**src/rtl/abfa_pkg.sv**
```systemverilog
// shared types, widths and codes for the frame allocator
`timescale 1ns / 1ps

package abfa_pkg;

   localparam int REG_ADDR_W  = 48;
   localparam int FRAME_NUM_W = 36;
   localparam int STATUS_W    = 2;
   localparam int ENTRY_W     = 3;
   localparam int CSR_INDEX_W = 3;
   localparam int COUNT_W     = 4;

   typedef enum logic [STATUS_W-1:0] {
      STATUS_OK       = 2'd0,
      STATUS_NO_FRAME = 2'd1,
      STATUS_LOADED   = 2'd2
   } status_type;

   localparam logic FUNC_LOAD  = 1'b0;
   localparam logic FUNC_ALLOC = 1'b1;

   localparam logic [CSR_INDEX_W-1:0] REG_KERNEL_FIRST = 3'd0;
   localparam logic [CSR_INDEX_W-1:0] REG_KERNEL_LAST  = 3'd1;
   localparam logic [CSR_INDEX_W-1:0] REG_BOOT_FIRST   = 3'd2;
   localparam logic [CSR_INDEX_W-1:0] REG_BOOT_LAST    = 3'd3;
   localparam logic [CSR_INDEX_W-1:0] REG_AREA_COUNT   = 3'd4;

   typedef struct packed {
      logic                  we;
      logic [ENTRY_W-1:0]    idx;
      logic [REG_ADDR_W-1:0] base;
      logic [REG_ADDR_W-1:0] len;
   } load_type;

endpackage

```
**src/rtl/abfa_if.sv**
```systemverilog
// request, response and register write channel interfaces
`timescale 1ns / 1ps

interface abfa_req_if;
   logic                              valid;
   logic                              ready;
   logic                              func;
   logic [abfa_pkg::ENTRY_W-1:0]      entry_index;
   logic [abfa_pkg::REG_ADDR_W-1:0]   area_base;
   logic [abfa_pkg::REG_ADDR_W-1:0]   area_length;

   modport source (output valid, func, entry_index, area_base, area_length, input ready);
   modport sink (input valid, func, entry_index, area_base, area_length, output ready);
endinterface

interface abfa_rsp_if;
   logic                              valid;
   logic                              ready;
   logic [abfa_pkg::FRAME_NUM_W-1:0]  frame_number;
   logic [abfa_pkg::STATUS_W-1:0]     status;

   modport source (output valid, frame_number, status, input ready);
   modport sink (input valid, frame_number, status, output ready);
endinterface

interface abfa_csr_if;
   logic                              valid;
   logic                              ready;
   logic [abfa_pkg::CSR_INDEX_W-1:0]  index;
   logic [abfa_pkg::REG_ADDR_W-1:0]   wdata;

   modport source (output valid, index, wdata, input ready);
   modport sink (input valid, index, wdata, output ready);
endinterface

```
**src/rtl/abfa_table.sv**
```systemverilog
// memory area table: frame bounds memory with registered read, non-empty flags
`timescale 1ns / 1ps

module abfa_table #(
   parameter int SLOTS      = 8,
   parameter int ADDR_W     = 48,
   parameter int PAGE_SHIFT = 12,
   localparam int FRAME_W   = ADDR_W - PAGE_SHIFT,
   localparam int IDX_W     = (SLOTS > 1) ? $clog2(SLOTS) : 1
) (
   input  logic                 clock,
   input  logic                 reset,
   input  abfa_pkg::load_type   load,
   input  logic [IDX_W-1:0]     rd_idx,
   output logic [FRAME_W-1:0]   rd_first,
   output logic [FRAME_W-1:0]   rd_last,
   output logic [SLOTS-1:0]     nonempty
);

   localparam int EW = abfa_pkg::ENTRY_W + 1;

   logic [FRAME_W-1:0] mem_first [SLOTS];
   logic [FRAME_W-1:0] mem_last  [SLOTS];
   logic [FRAME_W-1:0] rd_first_ff;
   logic [FRAME_W-1:0] rd_last_ff;
   logic [SLOTS-1:0]   nonempty_ff;
   logic [SLOTS-1:0]   nonempty_in;

   logic [ADDR_W-1:0]  ea_base;
   logic [ADDR_W-1:0]  ea_len;
   logic [ADDR_W:0]    sum;
   logic [ADDR_W-1:0]  end_addr;
   logic               in_range;
   logic [IDX_W-1:0]   wr_idx;
   logic               wr_en;

   assign ea_base  = load.base[ADDR_W-1:0];
   assign ea_len   = load.len[ADDR_W-1:0];
   assign sum      = {1'b0, ea_base} + {1'b0, ea_len} - {{ADDR_W{1'b0}}, 1'b1};
   assign in_range = {1'b0, load.idx} < EW'(SLOTS);
   assign wr_idx   = load.idx[IDX_W-1:0];
   assign wr_en    = load.we && in_range;

   // saturate the last byte at the top of the address space
   always_comb begin
      if (ea_len == '0) begin
         end_addr = ea_base;
      end else if (sum[ADDR_W]) begin
         end_addr = '1;
      end else begin
         end_addr = sum[ADDR_W-1:0];
      end
   end

   always_comb begin
      nonempty_in = nonempty_ff;
      if (wr_en) begin
         nonempty_in[wr_idx] = (ea_len != '0);
      end
   end

   always_ff @(posedge clock) begin
      if (reset) begin
         nonempty_ff <= '0;
      end else begin
         nonempty_ff <= nonempty_in;
      end
   end

   always_ff @(posedge clock) begin
      if (wr_en) begin
         mem_first[wr_idx] <= ea_base[ADDR_W-1:PAGE_SHIFT];
         mem_last[wr_idx]  <= end_addr[ADDR_W-1:PAGE_SHIFT];
      end
      rd_first_ff <= mem_first[rd_idx];
      rd_last_ff  <= mem_last[rd_idx];
   end

   assign rd_first = rd_first_ff;
   assign rd_last  = rd_last_ff;
   assign nonempty = nonempty_ff;

endmodule

```
**src/rtl/area_bump_frame_allocator.sv**
```systemverilog
// Load request: ST_LOAD writes the table entry, then ST_DONE registers the response.
// Allocate request: with a usable chosen area, ST_FETCH reads its bounds and ST_CHECK takes the
// cursor frame, skipping each reserved range it hits (at most 2); with no area chosen, ST_SCAN
// first searches the n table entries in use, and ST_CHECK goes back to ALLOC when the area runs out.
// One request is processed at a time; the next is accepted while the response waits to be taken.
// Synchronous active-high reset: empty table, cursor and registers at zero, no area chosen.
`timescale 1ns / 1ps

module area_bump_frame_allocator #(
   parameter int MAX_AREAS  = 8,
   parameter int PAGE_SHIFT = 12,
   parameter int ADDR_BITS  = 48
) (
   input  logic        clock,
   input  logic        reset,
   abfa_req_if.sink    req_chan,
   abfa_rsp_if.source  rsp_chan,
   abfa_csr_if.sink    csr_chan
);

   localparam int RAW     = abfa_pkg::REG_ADDR_W;
   localparam int EA      = (ADDR_BITS < RAW) ? ADDR_BITS : RAW;
   localparam int FRAME_W = EA - PAGE_SHIFT;
   localparam int CUR_W   = FRAME_W + 1;
   localparam int TOP_SL  = 2 ** abfa_pkg::ENTRY_W;
   localparam int SLOTS   = (MAX_AREAS < TOP_SL) ? MAX_AREAS : TOP_SL;
   localparam int IDX_W   = (SLOTS > 1) ? $clog2(SLOTS) : 1;
   localparam int CNT_W   = $clog2(SLOTS + 1);
   localparam int FNW     = abfa_pkg::FRAME_NUM_W;
   localparam int CW      = abfa_pkg::COUNT_W;

   typedef enum logic [7:0] {
      ST_IDLE  = 8'b0000_0001,
      ST_LOAD  = 8'b0000_0010,
      ST_ALLOC = 8'b0000_0100,
      ST_SCAN  = 8'b0000_1000,
      ST_PICK  = 8'b0001_0000,
      ST_FETCH = 8'b0010_0000,
      ST_CHECK = 8'b0100_0000,
      ST_DONE  = 8'b1000_0000
   } state_type;

   state_type                  state_ff, state_in;

   logic                       func_ff;
   logic [abfa_pkg::ENTRY_W-1:0] idx_ff;
   logic [RAW-1:0]             base_ff;
   logic [RAW-1:0]             len_ff;

   logic [FRAME_W-1:0]         kf_ff, kf_in;
   logic [FRAME_W-1:0]         kl_ff, kl_in;
   logic [FRAME_W-1:0]         bf_ff, bf_in;
   logic [FRAME_W-1:0]         bl_ff, bl_in;
   logic [CW-1:0]              count_ff, count_in;

   logic [CUR_W-1:0]           cursor_ff, cursor_in;
   logic [IDX_W-1:0]           chosen_ff, chosen_in;
   logic                       chosen_valid_ff, chosen_valid_in;

   logic [CNT_W-1:0]           scan_ff, scan_in;
   logic                       eval_v_ff, eval_v_in;
   logic [IDX_W-1:0]           eval_idx_ff, eval_idx_in;
   logic                       found_ff, found_in;
   logic [FRAME_W-1:0]         best_ff, best_in;

   logic [FRAME_W-1:0]         res_frame_ff, res_frame_in;
   abfa_pkg::status_type       res_status_ff, res_status_in;

   logic                       rsp_valid_ff, rsp_valid_in;
   logic [FNW-1:0]             rsp_frame_ff, rsp_frame_in;
   logic [abfa_pkg::STATUS_W-1:0] rsp_status_ff, rsp_status_in;

   abfa_pkg::load_type         load;
   logic [IDX_W-1:0]           rd_idx;
   logic [FRAME_W-1:0]         rd_first;
   logic [FRAME_W-1:0]         rd_last;
   logic [SLOTS-1:0]           nonempty;

   logic                       req_take;
   logic [CNT_W-1:0]           n_use;
   logic                       usable;
   logic                       past_end;
   logic                       in_kernel;
   logic                       in_boot;
   logic [CUR_W-1:0]           inc_src;
   logic [CUR_W-1:0]           inc_out;
   logic                       scan_more;
   logic                       take;
   logic                       out_free;

   abfa_table #(
      .SLOTS      (SLOTS),
      .ADDR_W     (EA),
      .PAGE_SHIFT (PAGE_SHIFT)
   ) u_table (
      .clock    (clock),
      .reset    (reset),
      .load     (load),
      .rd_idx   (rd_idx),
      .rd_first (rd_first),
      .rd_last  (rd_last),
      .nonempty (nonempty)
   );

   assign req_chan.ready = (state_ff == ST_IDLE);
   assign req_take       = req_chan.valid && req_chan.ready;
   assign csr_chan.ready = 1'b1;

   assign load.we   = (state_ff == ST_LOAD);
   assign load.idx  = idx_ff;
   assign load.base = base_ff;
   assign load.len  = len_ff;

   assign rd_idx = (state_ff == ST_SCAN) ? scan_ff[IDX_W-1:0] : chosen_ff;

   assign n_use  = (count_ff > CW'(SLOTS)) ? CNT_W'(SLOTS) : count_ff[CNT_W-1:0];
   assign usable = chosen_valid_ff && (CNT_W'(chosen_ff) < n_use) && nonempty[chosen_ff];

   assign past_end  = {1'b0, rd_last} < cursor_ff;
   assign in_kernel = (cursor_ff >= {1'b0, kf_ff}) && (cursor_ff <= {1'b0, kl_ff});
   assign in_boot   = (cursor_ff >= {1'b0, bf_ff}) && (cursor_ff <= {1'b0, bl_ff});

   // one incrementer serves the frame step and both range skips
   assign inc_src = in_kernel ? {1'b0, kl_ff} : (in_boot ? {1'b0, bl_ff} : cursor_ff);
   assign inc_out = inc_src + CUR_W'(1);

   assign scan_more = scan_ff < n_use;
   assign take      = eval_v_ff && nonempty[eval_idx_ff] && !({1'b0, rd_last} < cursor_ff)
                      && (!found_ff || (rd_first < best_ff));

   assign out_free = !rsp_valid_ff || rsp_chan.ready;

   // register writes
   always_comb begin
      kf_in    = kf_ff;
      kl_in    = kl_ff;
      bf_in    = bf_ff;
      bl_in    = bl_ff;
      count_in = count_ff;
      if (csr_chan.valid) begin
         case (csr_chan.index)
            abfa_pkg::REG_KERNEL_FIRST: begin
               kf_in = csr_chan.wdata[EA-1:PAGE_SHIFT];
            end
            abfa_pkg::REG_KERNEL_LAST: begin
               kl_in = csr_chan.wdata[EA-1:PAGE_SHIFT];
            end
            abfa_pkg::REG_BOOT_FIRST: begin
               bf_in = csr_chan.wdata[EA-1:PAGE_SHIFT];
            end
            abfa_pkg::REG_BOOT_LAST: begin
               bl_in = csr_chan.wdata[EA-1:PAGE_SHIFT];
            end
            abfa_pkg::REG_AREA_COUNT: begin
               count_in = csr_chan.wdata[CW-1:0];
            end
            default: begin
            end
         endcase
      end
   end

   // sequencer
   always_comb begin
      state_in        = state_ff;
      cursor_in       = cursor_ff;
      chosen_in       = chosen_ff;
      chosen_valid_in = chosen_valid_ff;
      scan_in         = scan_ff;
      eval_v_in       = eval_v_ff;
      eval_idx_in     = eval_idx_ff;
      found_in        = found_ff;
      best_in         = best_ff;
      res_frame_in    = res_frame_ff;
      res_status_in   = res_status_ff;
      rsp_valid_in    = rsp_valid_ff && !rsp_chan.ready;
      rsp_frame_in    = rsp_frame_ff;
      rsp_status_in   = rsp_status_ff;

      case (state_ff)
         ST_IDLE: begin
            if (req_take) begin
               state_in = (req_chan.func == abfa_pkg::FUNC_ALLOC) ? ST_ALLOC : ST_LOAD;
            end
         end
         ST_LOAD: begin
            res_frame_in  = '0;
            res_status_in = abfa_pkg::STATUS_LOADED;
            state_in      = ST_DONE;
         end
         ST_ALLOC: begin
            if (usable) begin
               state_in = ST_FETCH;
            end else begin
               chosen_valid_in = 1'b0;
               scan_in         = '0;
               eval_v_in       = 1'b0;
               found_in        = 1'b0;
               state_in        = ST_SCAN;
            end
         end
         ST_SCAN: begin
            if (take) begin
               found_in  = 1'b1;
               best_in   = rd_first;
               chosen_in = eval_idx_ff;
            end
            if (scan_more) begin
               eval_v_in   = 1'b1;
               eval_idx_in = scan_ff[IDX_W-1:0];
               scan_in     = scan_ff + CNT_W'(1);
            end else begin
               eval_v_in = 1'b0;
               if (!eval_v_ff) begin
                  state_in = ST_PICK;
               end
            end
         end
         ST_PICK: begin
            chosen_valid_in = found_ff;
            if (found_ff) begin
               if (cursor_ff < {1'b0, best_ff}) begin
                  cursor_in = {1'b0, best_ff};
               end
               state_in = ST_FETCH;
            end else begin
               res_frame_in  = '0;
               res_status_in = abfa_pkg::STATUS_NO_FRAME;
               state_in      = ST_DONE;
            end
         end
         ST_FETCH: begin
            state_in = ST_CHECK;
         end
         ST_CHECK: begin
            if (past_end) begin
               chosen_valid_in = 1'b0;
               state_in        = ST_ALLOC;
            end else begin
               cursor_in = inc_out;
               if (!in_kernel && !in_boot) begin
                  res_frame_in  = cursor_ff[FRAME_W-1:0];
                  res_status_in = abfa_pkg::STATUS_OK;
                  state_in      = ST_DONE;
               end
            end
         end
         ST_DONE: begin
            if (out_free) begin
               rsp_valid_in  = 1'b1;
               rsp_frame_in  = FNW'(res_frame_ff);
               rsp_status_in = res_status_ff;
               state_in      = ST_IDLE;
            end
         end
         default: begin
            state_in = ST_IDLE;
         end
      endcase
   end

   always_ff @(posedge clock) begin
      if (reset) begin
         state_ff        <= ST_IDLE;
         kf_ff           <= '0;
         kl_ff           <= '0;
         bf_ff           <= '0;
         bl_ff           <= '0;
         count_ff        <= '0;
         cursor_ff       <= '0;
         chosen_ff       <= '0;
         chosen_valid_ff <= 1'b0;
         scan_ff         <= '0;
         eval_v_ff       <= 1'b0;
         found_ff        <= 1'b0;
         rsp_valid_ff    <= 1'b0;
      end else begin
         state_ff        <= state_in;
         kf_ff           <= kf_in;
         kl_ff           <= kl_in;
         bf_ff           <= bf_in;
         bl_ff           <= bl_in;
         count_ff        <= count_in;
         cursor_ff       <= cursor_in;
         chosen_ff       <= chosen_in;
         chosen_valid_ff <= chosen_valid_in;
         scan_ff         <= scan_in;
         eval_v_ff       <= eval_v_in;
         found_ff        <= found_in;
         rsp_valid_ff    <= rsp_valid_in;
      end
   end

   always_ff @(posedge clock) begin
      if (req_take) begin
         func_ff <= req_chan.func;
         idx_ff  <= req_chan.entry_index;
         base_ff <= req_chan.area_base;
         len_ff  <= req_chan.area_length;
      end
      eval_idx_ff   <= eval_idx_in;
      best_ff       <= best_in;
      res_frame_ff  <= res_frame_in;
      res_status_ff <= res_status_in;
      rsp_frame_ff  <= rsp_frame_in;
      rsp_status_ff <= rsp_status_in;
   end

   assign rsp_chan.valid        = rsp_valid_ff;
   assign rsp_chan.frame_number = rsp_frame_ff;
   assign rsp_chan.status       = rsp_status_ff;

`ifndef SYNTH
   // allocate requests never reach the load path
   a_load_path: assert property (@(posedge clock) disable iff (reset)
      (state_ff == ST_LOAD) |-> (func_ff == abfa_pkg::FUNC_LOAD))
      else $error("load state entered for an allocate request");

   // frame checks only run against a chosen area
   a_check_chosen: assert property (@(posedge clock) disable iff (reset)
      (state_ff == ST_CHECK) |-> chosen_valid_ff)
      else $error("frame check without a chosen area");

   // the cursor never moves backwards while a request is in flight
   a_cursor_mono: assert property (@(posedge clock) disable iff (reset)
      (state_ff != ST_IDLE) |=> (cursor_ff >= $past(cursor_ff)))
      else $error("cursor moved backwards");

   // after a successful search the cursor sits at or above the chosen area's first frame
   a_pick_cursor: assert property (@(posedge clock) disable iff (reset)
      (state_ff == ST_PICK && found_ff) |=> (cursor_ff >= {1'b0, $past(best_ff)}))
      else $error("cursor below chosen area after search");

   // an allocated frame is only reported with an area chosen
   a_ok_chosen: assert property (@(posedge clock) disable iff (reset)
      (state_ff == ST_DONE && res_status_ff == abfa_pkg::STATUS_OK) |-> chosen_valid_ff)
      else $error("frame allocated without a chosen area");
`endif

endmodule
```
**src/flat_wrapper.sv**
```systemverilog
// flat-port wrapper written by rule: the top's interface ports become plain ports
module area_bump_frame_allocator_flat 
#(
   parameter int MAX_AREAS  = 8,
   parameter int PAGE_SHIFT = 12,
   parameter int ADDR_BITS  = 48
)
  (clock, reset, req_chan_valid, req_chan_func, req_chan_entry_index, req_chan_area_base, req_chan_area_length, req_chan_ready, rsp_chan_valid, rsp_chan_frame_number, rsp_chan_status, rsp_chan_ready, csr_chan_valid, csr_chan_index, csr_chan_wdata, csr_chan_ready);
  abfa_req_if req_chan_i ();
  abfa_rsp_if rsp_chan_i ();
  abfa_csr_if csr_chan_i ();
  input  logic clock;
  input  logic reset;
  input wire logic [$bits(req_chan_i.valid)-1:0] req_chan_valid;
  input wire logic [$bits(req_chan_i.func)-1:0] req_chan_func;
  input wire logic [$bits(req_chan_i.entry_index)-1:0] req_chan_entry_index;
  input wire logic [$bits(req_chan_i.area_base)-1:0] req_chan_area_base;
  input wire logic [$bits(req_chan_i.area_length)-1:0] req_chan_area_length;
  output wire logic [$bits(req_chan_i.ready)-1:0] req_chan_ready;
  output wire logic [$bits(rsp_chan_i.valid)-1:0] rsp_chan_valid;
  output wire logic [$bits(rsp_chan_i.frame_number)-1:0] rsp_chan_frame_number;
  output wire logic [$bits(rsp_chan_i.status)-1:0] rsp_chan_status;
  input wire logic [$bits(rsp_chan_i.ready)-1:0] rsp_chan_ready;
  input wire logic [$bits(csr_chan_i.valid)-1:0] csr_chan_valid;
  input wire logic [$bits(csr_chan_i.index)-1:0] csr_chan_index;
  input wire logic [$bits(csr_chan_i.wdata)-1:0] csr_chan_wdata;
  output wire logic [$bits(csr_chan_i.ready)-1:0] csr_chan_ready;
  assign req_chan_i.valid = req_chan_valid;
  assign req_chan_i.func = req_chan_func;
  assign req_chan_i.entry_index = req_chan_entry_index;
  assign req_chan_i.area_base = req_chan_area_base;
  assign req_chan_i.area_length = req_chan_area_length;
  assign req_chan_ready = req_chan_i.ready;
  assign rsp_chan_valid = rsp_chan_i.valid;
  assign rsp_chan_frame_number = rsp_chan_i.frame_number;
  assign rsp_chan_status = rsp_chan_i.status;
  assign rsp_chan_i.ready = rsp_chan_ready;
  assign csr_chan_i.valid = csr_chan_valid;
  assign csr_chan_i.index = csr_chan_index;
  assign csr_chan_i.wdata = csr_chan_wdata;
  assign csr_chan_ready = csr_chan_i.ready;
  area_bump_frame_allocator #(.MAX_AREAS(MAX_AREAS), .PAGE_SHIFT(PAGE_SHIFT), .ADDR_BITS(ADDR_BITS)) u_core (.clock(clock), .reset(reset), .req_chan(req_chan_i), .rsp_chan(rsp_chan_i), .csr_chan(csr_chan_i));
endmodule
```
**config.mk**
```make
export PLATFORM = sky130hd
export DESIGN_NAME = area_bump_frame_allocator_flat
export DESIGN_NICKNAME = d
export VERILOG_FILES = /design/src/rtl/abfa_pkg.sv /design/src/rtl/abfa_if.sv /design/src/rtl/abfa_table.sv /design/src/rtl/area_bump_frame_allocator.sv /design/src/flat_wrapper.sv
export SDC_FILE = /design/constraint.sdc
export NUM_CORES = 2
export LEC_CHECK = 0
export BUFFER_PORTS_ARGS = -buffer_cell sky130_fd_sc_hd__buf_2
export CAP_MARGIN = 20
export CORE_UTILIZATION = 40
export DETAILED_ROUTE_END_ITERATION = 16
export PLACE_DENSITY = 0.53
export SLEW_MARGIN = 20
export SYNTH_ARGS = -nofsm -noshare
export SYNTH_HDL_FRONTEND = slang
export SYNTH_SLANG_ARGS = --single-unit
```
**constraint.sdc**
```tcl
create_clock -name clock -period 8.83 [get_ports clock]
set_clock_uncertainty 0.1 [all_clocks]
set_input_delay 1.3245 -clock clock [delete_from_list [all_inputs] [get_ports clock]]
set_output_delay 1.3245 -clock clock [all_outputs]
set_load 0.05 [all_outputs]
```
# Word-level counts from Yosys, hierarchy flattened
# Memories as Yosys holds them, arrays and structs flattened. A register that Yosys moved wholly into a read port is not among the register bits.
# Cells that the tools add are included.
word_totals:
  register_bits: 426
  ram_bits: 576
  in_bits: 156
  output_inout_bits: 41
  word_cells: 159
  mem_count: 2
mem_list:
  columns: ["name", "depth", "word_bits", "rd", "rd_clocked_by_memory_dff", "write_ports", "line", "source"]
  rows:
  - ["u_core.u_table.mem_first", 8, 36, 1, 1, 1, "abfa_table.sv:22", "logic [FRAME_W-1:0] mem_first [SLOTS];"]
  - ["u_core.u_table.mem_last", 8, 36, 1, 1, 1, "abfa_table.sv:23", "logic [FRAME_W-1:0] mem_last [SLOTS];"]
classes:
  add_sub_neg: 4
  n_lt_le_gt_ge: 14
  eq_ne: 26
  n_mux: 49
  reduce_logical: 41
ops:
  columns: ["cell", "count"]
  rows:
  - ["2-to-1 mux 37 bit", 5]
  - ["2-to-1 mux 36 bit", 3]
  - ["one-hot mux 36 bit (3 select lines)", 1]
  - ["2-to-1 mux 48 bit", 2]
  - ["greater-or-equal comparator 37 x 36 -> 1 bit", 2]
  - ["<= comparator 37 x 36 -> 1 bit", 2]
  - ["one-hot mux 37 bit (2 select lines)", 1]
  - ["one-hot mux 8 bit (8 select lines)", 1]
  - ["2-to-1 mux 8 bit", 7]
  - ["adder 48 x 48 -> 49 bit", 1]
  - ["subtractor 49 x 1 -> 49 bit (second input constant)", 1]
  - ["zero test 48 bit", 1]
  - ["nonzero test 48 bit", 1]
  - ["adder 37 x 1 -> 37 bit (second input constant)", 1]
  - ["less-than comparator 36 x 37 -> 1 bit", 1]
  - ["less-than comparator 37 x 36 -> 1 bit", 1]
  - ["less-than comparator 36 bit", 1]
  - ["AND reduction 2 bit", 9]
  - ["!= test 2 x 1 -> 1 bit (second input constant)", 7]
  - ["less-than comparator 3 x 4 -> 1 bit (second input constant)", 3]
  - ["2-to-1 mux 4 bit", 3]
  - ["!= test 2 bit (second input constant)", 6]
  - ["logical AND 1 bit", 11]
  - ["2-to-1 mux 1 bit", 11]
  - ["other kinds (35)", 52]

# Logic depth before layout (Yosys ltp)
depth:
  ltp_word: 7
  ltp_mapped: 21
  depth_no_buf: 18

# By module
# From an unflattened synthesis, not the netlist that was laid out.
hier_totals:
  hier_cells: 3997
  hier_area_um2: 50297.0
modules_own_cells:
  columns: ["module", "instances", "cells_per_inst", "area_each_um2", "seq_area_each_um2"]
  rows:
  - ["abfa_table", 1, 1574, 27360.0, 18898.1]
  - ["area_bump_frame_allocator", 1, 2423, 22937.0, 10510.1]

# Least setup slack after synthesis
# Ideal clock, no wire load.
synth_path:
  path_type: "flip-flop to flip-flop"
  startpoint: "register u_core.state_ff[7]"
  endpoint: "memory u_core.u_table.mem_first[0][0] in the netlist's numbering, enable pin"
  setup_ns: 0.595
  t_arrival_ns: 6.284
  required_ns: 8.135
  path_slack_ns: 1.851
  path_stages_with_launch: 6
  path_buffers: 0
  period_less_slack_ns: 6.979
  cell_sequence: "dfxtp_1 nor4_1 nand2_1 nor3b_1 nand2b_1 nor3_1"
synth_between:
  elab_chain_len: 3
synth_lines:
  columns: ["item", "line", "source"]
  rows:
  - ["start, declared", "area_bump_frame_allocator.sv:43", "state_type state_ff, state_in;"]
  - ["start signal, assigned", "area_bump_frame_allocator.sv:278", "state_ff <= state_in;"]
  - ["equality test 8 x 2 -> 1 bit", "area_bump_frame_allocator.sv:109", "assign load.we = (state_ff == ST_LOAD);"]
  - ["2-to-1 mux 1 bit", "abfa_table.sv:71", "if (wr_en) begin"]
  - ["2-to-1 mux 1 bit (not written as such)", "abfa_table.sv:72", "mem_first[wr_idx] <= ea_base[ADDR_W-1:PAGE_SHIFT];"]
  - ["end, declared", "abfa_table.sv:22", null]
# Every way passes these cells.

# Final worst setup path
layout_path:
  startpoint: "register u_core.cursor_ff[2]"
  endpoint: "register u_core.cursor_ff[26]"
layout_between:
  elab_chain_len: 7
  elab_cells_between_ends: 16
  cone_classes: "add/sub (1); order compare (6); eq/ne (2); mux (4); reduce/logical (3)"
layout_lines:
  columns: ["item", "line", "source"]
  rows:
  - ["start, declared", "area_bump_frame_allocator.sv:56", "logic [CUR_W-1:0] cursor_ff, cursor_in;"]
  - ["start signal, assigned", "area_bump_frame_allocator.sv:284", "cursor_ff <= cursor_in;"]
  - ["greater-or-equal comparator 37 x 36 -> 1 bit or <= comparator 37 x 36 -> 1 bit (tied branches)", "area_bump_frame_allocator.sv:121", "assign in_boot = (cursor_ff >= {1'b0, bf_ff}) && (cursor_ff <= {1'b0, bl_ff});"]
  - ["logical AND 1 bit", "area_bump_frame_allocator.sv:121", null]
  - ["2-to-1 mux 37 bit (2 in series)", "area_bump_frame_allocator.sv:124", "assign inc_src = in_kernel ? {1'b0, kl_ff} : (in_boot ? {1'b0, bl_ff} : cursor_ff);"]
  - ["adder 37 x 1 -> 37 bit", "area_bump_frame_allocator.sv:125", "assign inc_out = inc_src + CUR_W'(1);"]
  - ["2-to-1 mux 37 bit", "area_bump_frame_allocator.sv:236", "if (past_end) begin"]
  - ["one-hot mux 37 bit (2 select lines)", "area_bump_frame_allocator.sv:180", "case (state_ff)"]
# Parallel ways exist; a longest one is shown, timed or not. The select of a mux whose other input is x is not followed.
# A chain may end at the register's enable or synchronous reset.

==> implementation parameters <==
Parameter                              Value

Timing
  Relative slew margins ... 26.5%
  Worst Tran Pin Value ... 1100 ps
  Final period util ... 66.9%
  Post-Route Setup TNS ... 0 ps
  Final worst setup slack ... 2920 ps
  Max Freq ... 169 MHz
  Total count of max-transition violations in the final report ... 0
  Unrepaired setup endpoints after global routing ... false
  Final hold violation count ... 0
  Post-layout min period ... 5910 ps
  # setup viols final ... 0

Floorplan
  Core outline area ... 124,000 µm²
  Full die area ... 127,000 µm²
  Initial standard-cell utilization of the core ... 40.5%
  Number of ports placed on the die boundary ... 197
  Standard-cell row count ... 129
  Die outline height ... 356 µm
  Die Span X ... 356 µm

Routing
  Total wire length after detailed routing ... 141,000 µm
  Via/cell ratio ... 5.24
  Overall via count from detail_route ... 35,000
  Residual antenna-violating net count after detailed routing ... 0
  Post-detailed-route DRC marker count ... 0
  Number of DRC markers in iteration 0 ... 2,606
  First-pass detailed-route iteration total ... 7
  Avg WL per Cell ... 21.1 µm

Synth
  Synth area leader ... edfxtp_1
  Number of distinct library cell variants in the gate-level netlist after synthesis ... 90
  Leading cell types by total area after synthesis ... edfxtp_1 (47%), dfxtp_1 (11%), ha_1 (8.7%), nand2_1 (7.9%), nand3_1 (3.9%)
  Post-synthesis net count ... 5,285
  Count of flip-flops with a built-in enable after synthesis ... 790
  Post-synthesis instance total ... 4,780
  Async S/R FF share, synth ... 0%
  Proportion of synthesized chip area in sequential cells ... 58.5%
  Share of the synthesized area in the top cell type ... 47.2%
  Mapped Area ... 50,300 µm²
  Number of synthesis warnings ... 0
  Most frequently used flop master after synthesis ... edfxtp_1
  Register bit total from synthesis ... 1,074
  Syn_area_per_cell ... 10.5 µm²

Critical path
  Peak per-stage delay on the critical path ... 770 ps
  Classification of the worst setup path ... reg -> reg
  CP Data Required Time ... 9420 ps
  R2r endpoint ... u_core.cursor_ff[26]
  R2r worst-path depth ... 17
  Biggest fanout along the worst timing path ... 18
  Critical-path cell with the highest stage delay ... a22oi_2
  CP Data Arrival Time ... 6500 ps
  Type of element capturing the critical path ... register
  Ordered list of cells on the worst path ... ha_1 -> and4b_1 -> o21a_1 -> o31ai_1 -> o2111ai_1 -> a22oi_2 -> o21a_1 -> a21oi_1 -> a22oi_2 -> ha_1 -> inv_1 -> a2111oi_4 -> nand4_1 -> nor3_2 -> nor3b_2 -> mux2i_1 -> a31o_1
  Startpoint of the worst-slack reg-to-reg timing path ... u_core.cursor_ff[2]
  Critical path startpoint category ... register
  Reg2Reg Setup Slack ... 2920 ps

Clock tree
  Post-CTS Setup Bufs ... 0
  Clock latency of the later-clocked register in the worst-skew pair ... 760 ps
  Number of resized instances in the post-cts repair step ... 0
  Total number of H-tree levels ... 3
  Reg clk slew, reported paths ... 70 ps
  Clock buffers created by TritonCTS ... 116
  Clk Tree Root Cell ... clkbuf_16
  TritonCTS clock tree ... yes
  Hold Buf Count CTS ... 0
  Count of clock tree sinks ... 1,074
  Maximum clock insertion buffer count ... 3

Final layout
  Most common cell after layout, fill and taps aside ... nand2_1
  Commonest cells after routing, fill and taps aside ... nand2_1 (1,051), edfxtp_1 (790), inv_1 (409)
  Fin nets ... 5,434
  Register Area ... 29,400 µm²
  Layout Area Growth over Synthesis ... 13.1%
  Finished Cell Area ... 56,900 µm²
  Layout cell share with drive strength beyond 1 ... 9.79%
  Total area of multi-input combinational cells ... 18,600 µm²
  Filler cell count ... 11,500

Global routing
  Global router's overall resource usage ... 22.1%
  Total global routing overflow ... 0
  Initial antenna violation count ... 7
  Wire length of the first global-routing pass ... 212,000 µm
  Vias in the first global route ... 33,700
  Maximum number of pins on one net before global-route repair ... 148

Outcome
  Result of the run ... completed

Hold path
  Worst Hold End ... u_core.rsp_chan.frame_number[29]
  Cell depth of the worst min-delay path ... 0
  Worst Hold Launch ... u_core.res_frame_ff[29]
  Hold/Removal Path Class ... reg -> reg

Power
  Total power divided by cell area ... 284 nW/µm²
  Static Leakage ... 21.7 nW
  Total power ... 16.2 mW
  Max VDD drop ... 0.000315 V

Placement
  Pre-CTS worst setup slack ... 2890 ps
  Placed wire-length estimate ... 95,100 µm
  Placed inst area ... 53,100 µm²
  GP Congestion ... 0.868
  Number of buffers inserted by port buffering ... 187

Flow run
  Max-cap viol count ... 0
Yosys cell counts, drive strengths merged (49+ instances only):
master,number
a21o,81
nor2,159
inv,409
nor3,59
nand4,49
ha,349
o21ai,142
a21oi,312
nand2,1055
nand3,397
edfxtp,790
dfxtp,284
clkbuf,185
worst max path at each step:
stage | from | to | depth (start not counted)
floorplan | u_core.state_ff[7] | u_core.u_table.mem_first[0][0] | 5
global placement | u_core.cursor_ff[1] | u_core.cursor_ff[26] | 17
global route | u_core.cursor_ff[2] | u_core.cursor_ff[26] | 17
CTS | u_core.cursor_ff[2] | u_core.cursor_ff[26] | 17
finish | u_core.cursor_ff[2] | u_core.cursor_ff[26] | 17
detailed placement | u_core.cursor_ff[2] | u_core.cursor_ff[26] | 17
final cells by class:
cell class / instances / area share, %
Antenna cell: 1 / 0.00440
Inverter: 410 / 2.71
Clock buffer: 149 / 5.52
Sequential cell: 1074 / 51.7
Tap cell: 1637 / 3.60
Timing Repair Buffer: 245 / 2.59
Multi-Input combinational cell: 3082 / 32.7
Clock inverter: 67 / 1.16
report_power, final:
| part | switching, mW | total [mW] | internal, mW |
|---|---|---|---|
| Clock | 2.08 | 4.81 | 2.73 |
| Sequential | 0.239 | 6.60 | 6.36 |
| Combinational | 3.18 | 4.74 | 1.56 |
registers in the layout (all words and copies together), names as in the netlist, 37 cells and up:
| name | cells |
|---|---|
| u_core.len_ff | 48 |
| u_core.u_table.mem_first | 288 |
| u_core.u_table.mem_last | 288 |
| u_core.base_ff | 48 |
| u_core.cursor_ff | 37 |
kinds of logic after synthesis:
family	synth area share [%]
compound gates	9.66
xor+xnor	1.05
fa+ha+maj	8.69
buf+inv	4.83
flops	58.5
mux	0.580
other cells	0.00746
simple gates	16.7
metal layers:
metal | up-vias | track usage, % | routed length (µm)
met4 | 0 | 6.97 | 4270
li1 | 17100 | - | -
met2 | 823 | 35.9 | 65400
met1 | 16800 | 30.5 | 65000
met3 | 194 | 2.87 | 6080
met5 | - | 0 | 0
worst max-delay path: cells and delay by family (launching register included):
| kind | cells | cell delay, ps |
|---|---|---|
| AOI/OAI and AO/OA | 9 | 3060 |
| and+or+nand+nor | 4 | 1220 |
| DFF | 1 | 610 |
| adders and majority gates | 2 | 590 |
| muxes | 1 | 210 |
| buffers and inverters | 1 | 80 |
per-stage QoR:
step | hold WS (ps) | std cells | util [%]
after floorplan | 300 | 4780 | -
after global placement | 305 | 6445 | 42.7
after detailed placement | 305 | 6448 | 42.8
after CTS | 317 | 6664 | 45.8
after global routing | 326 | 6665 | 45.8
final | 316 | 6665 | 45.8
Power figures use the tool's default switching activity.
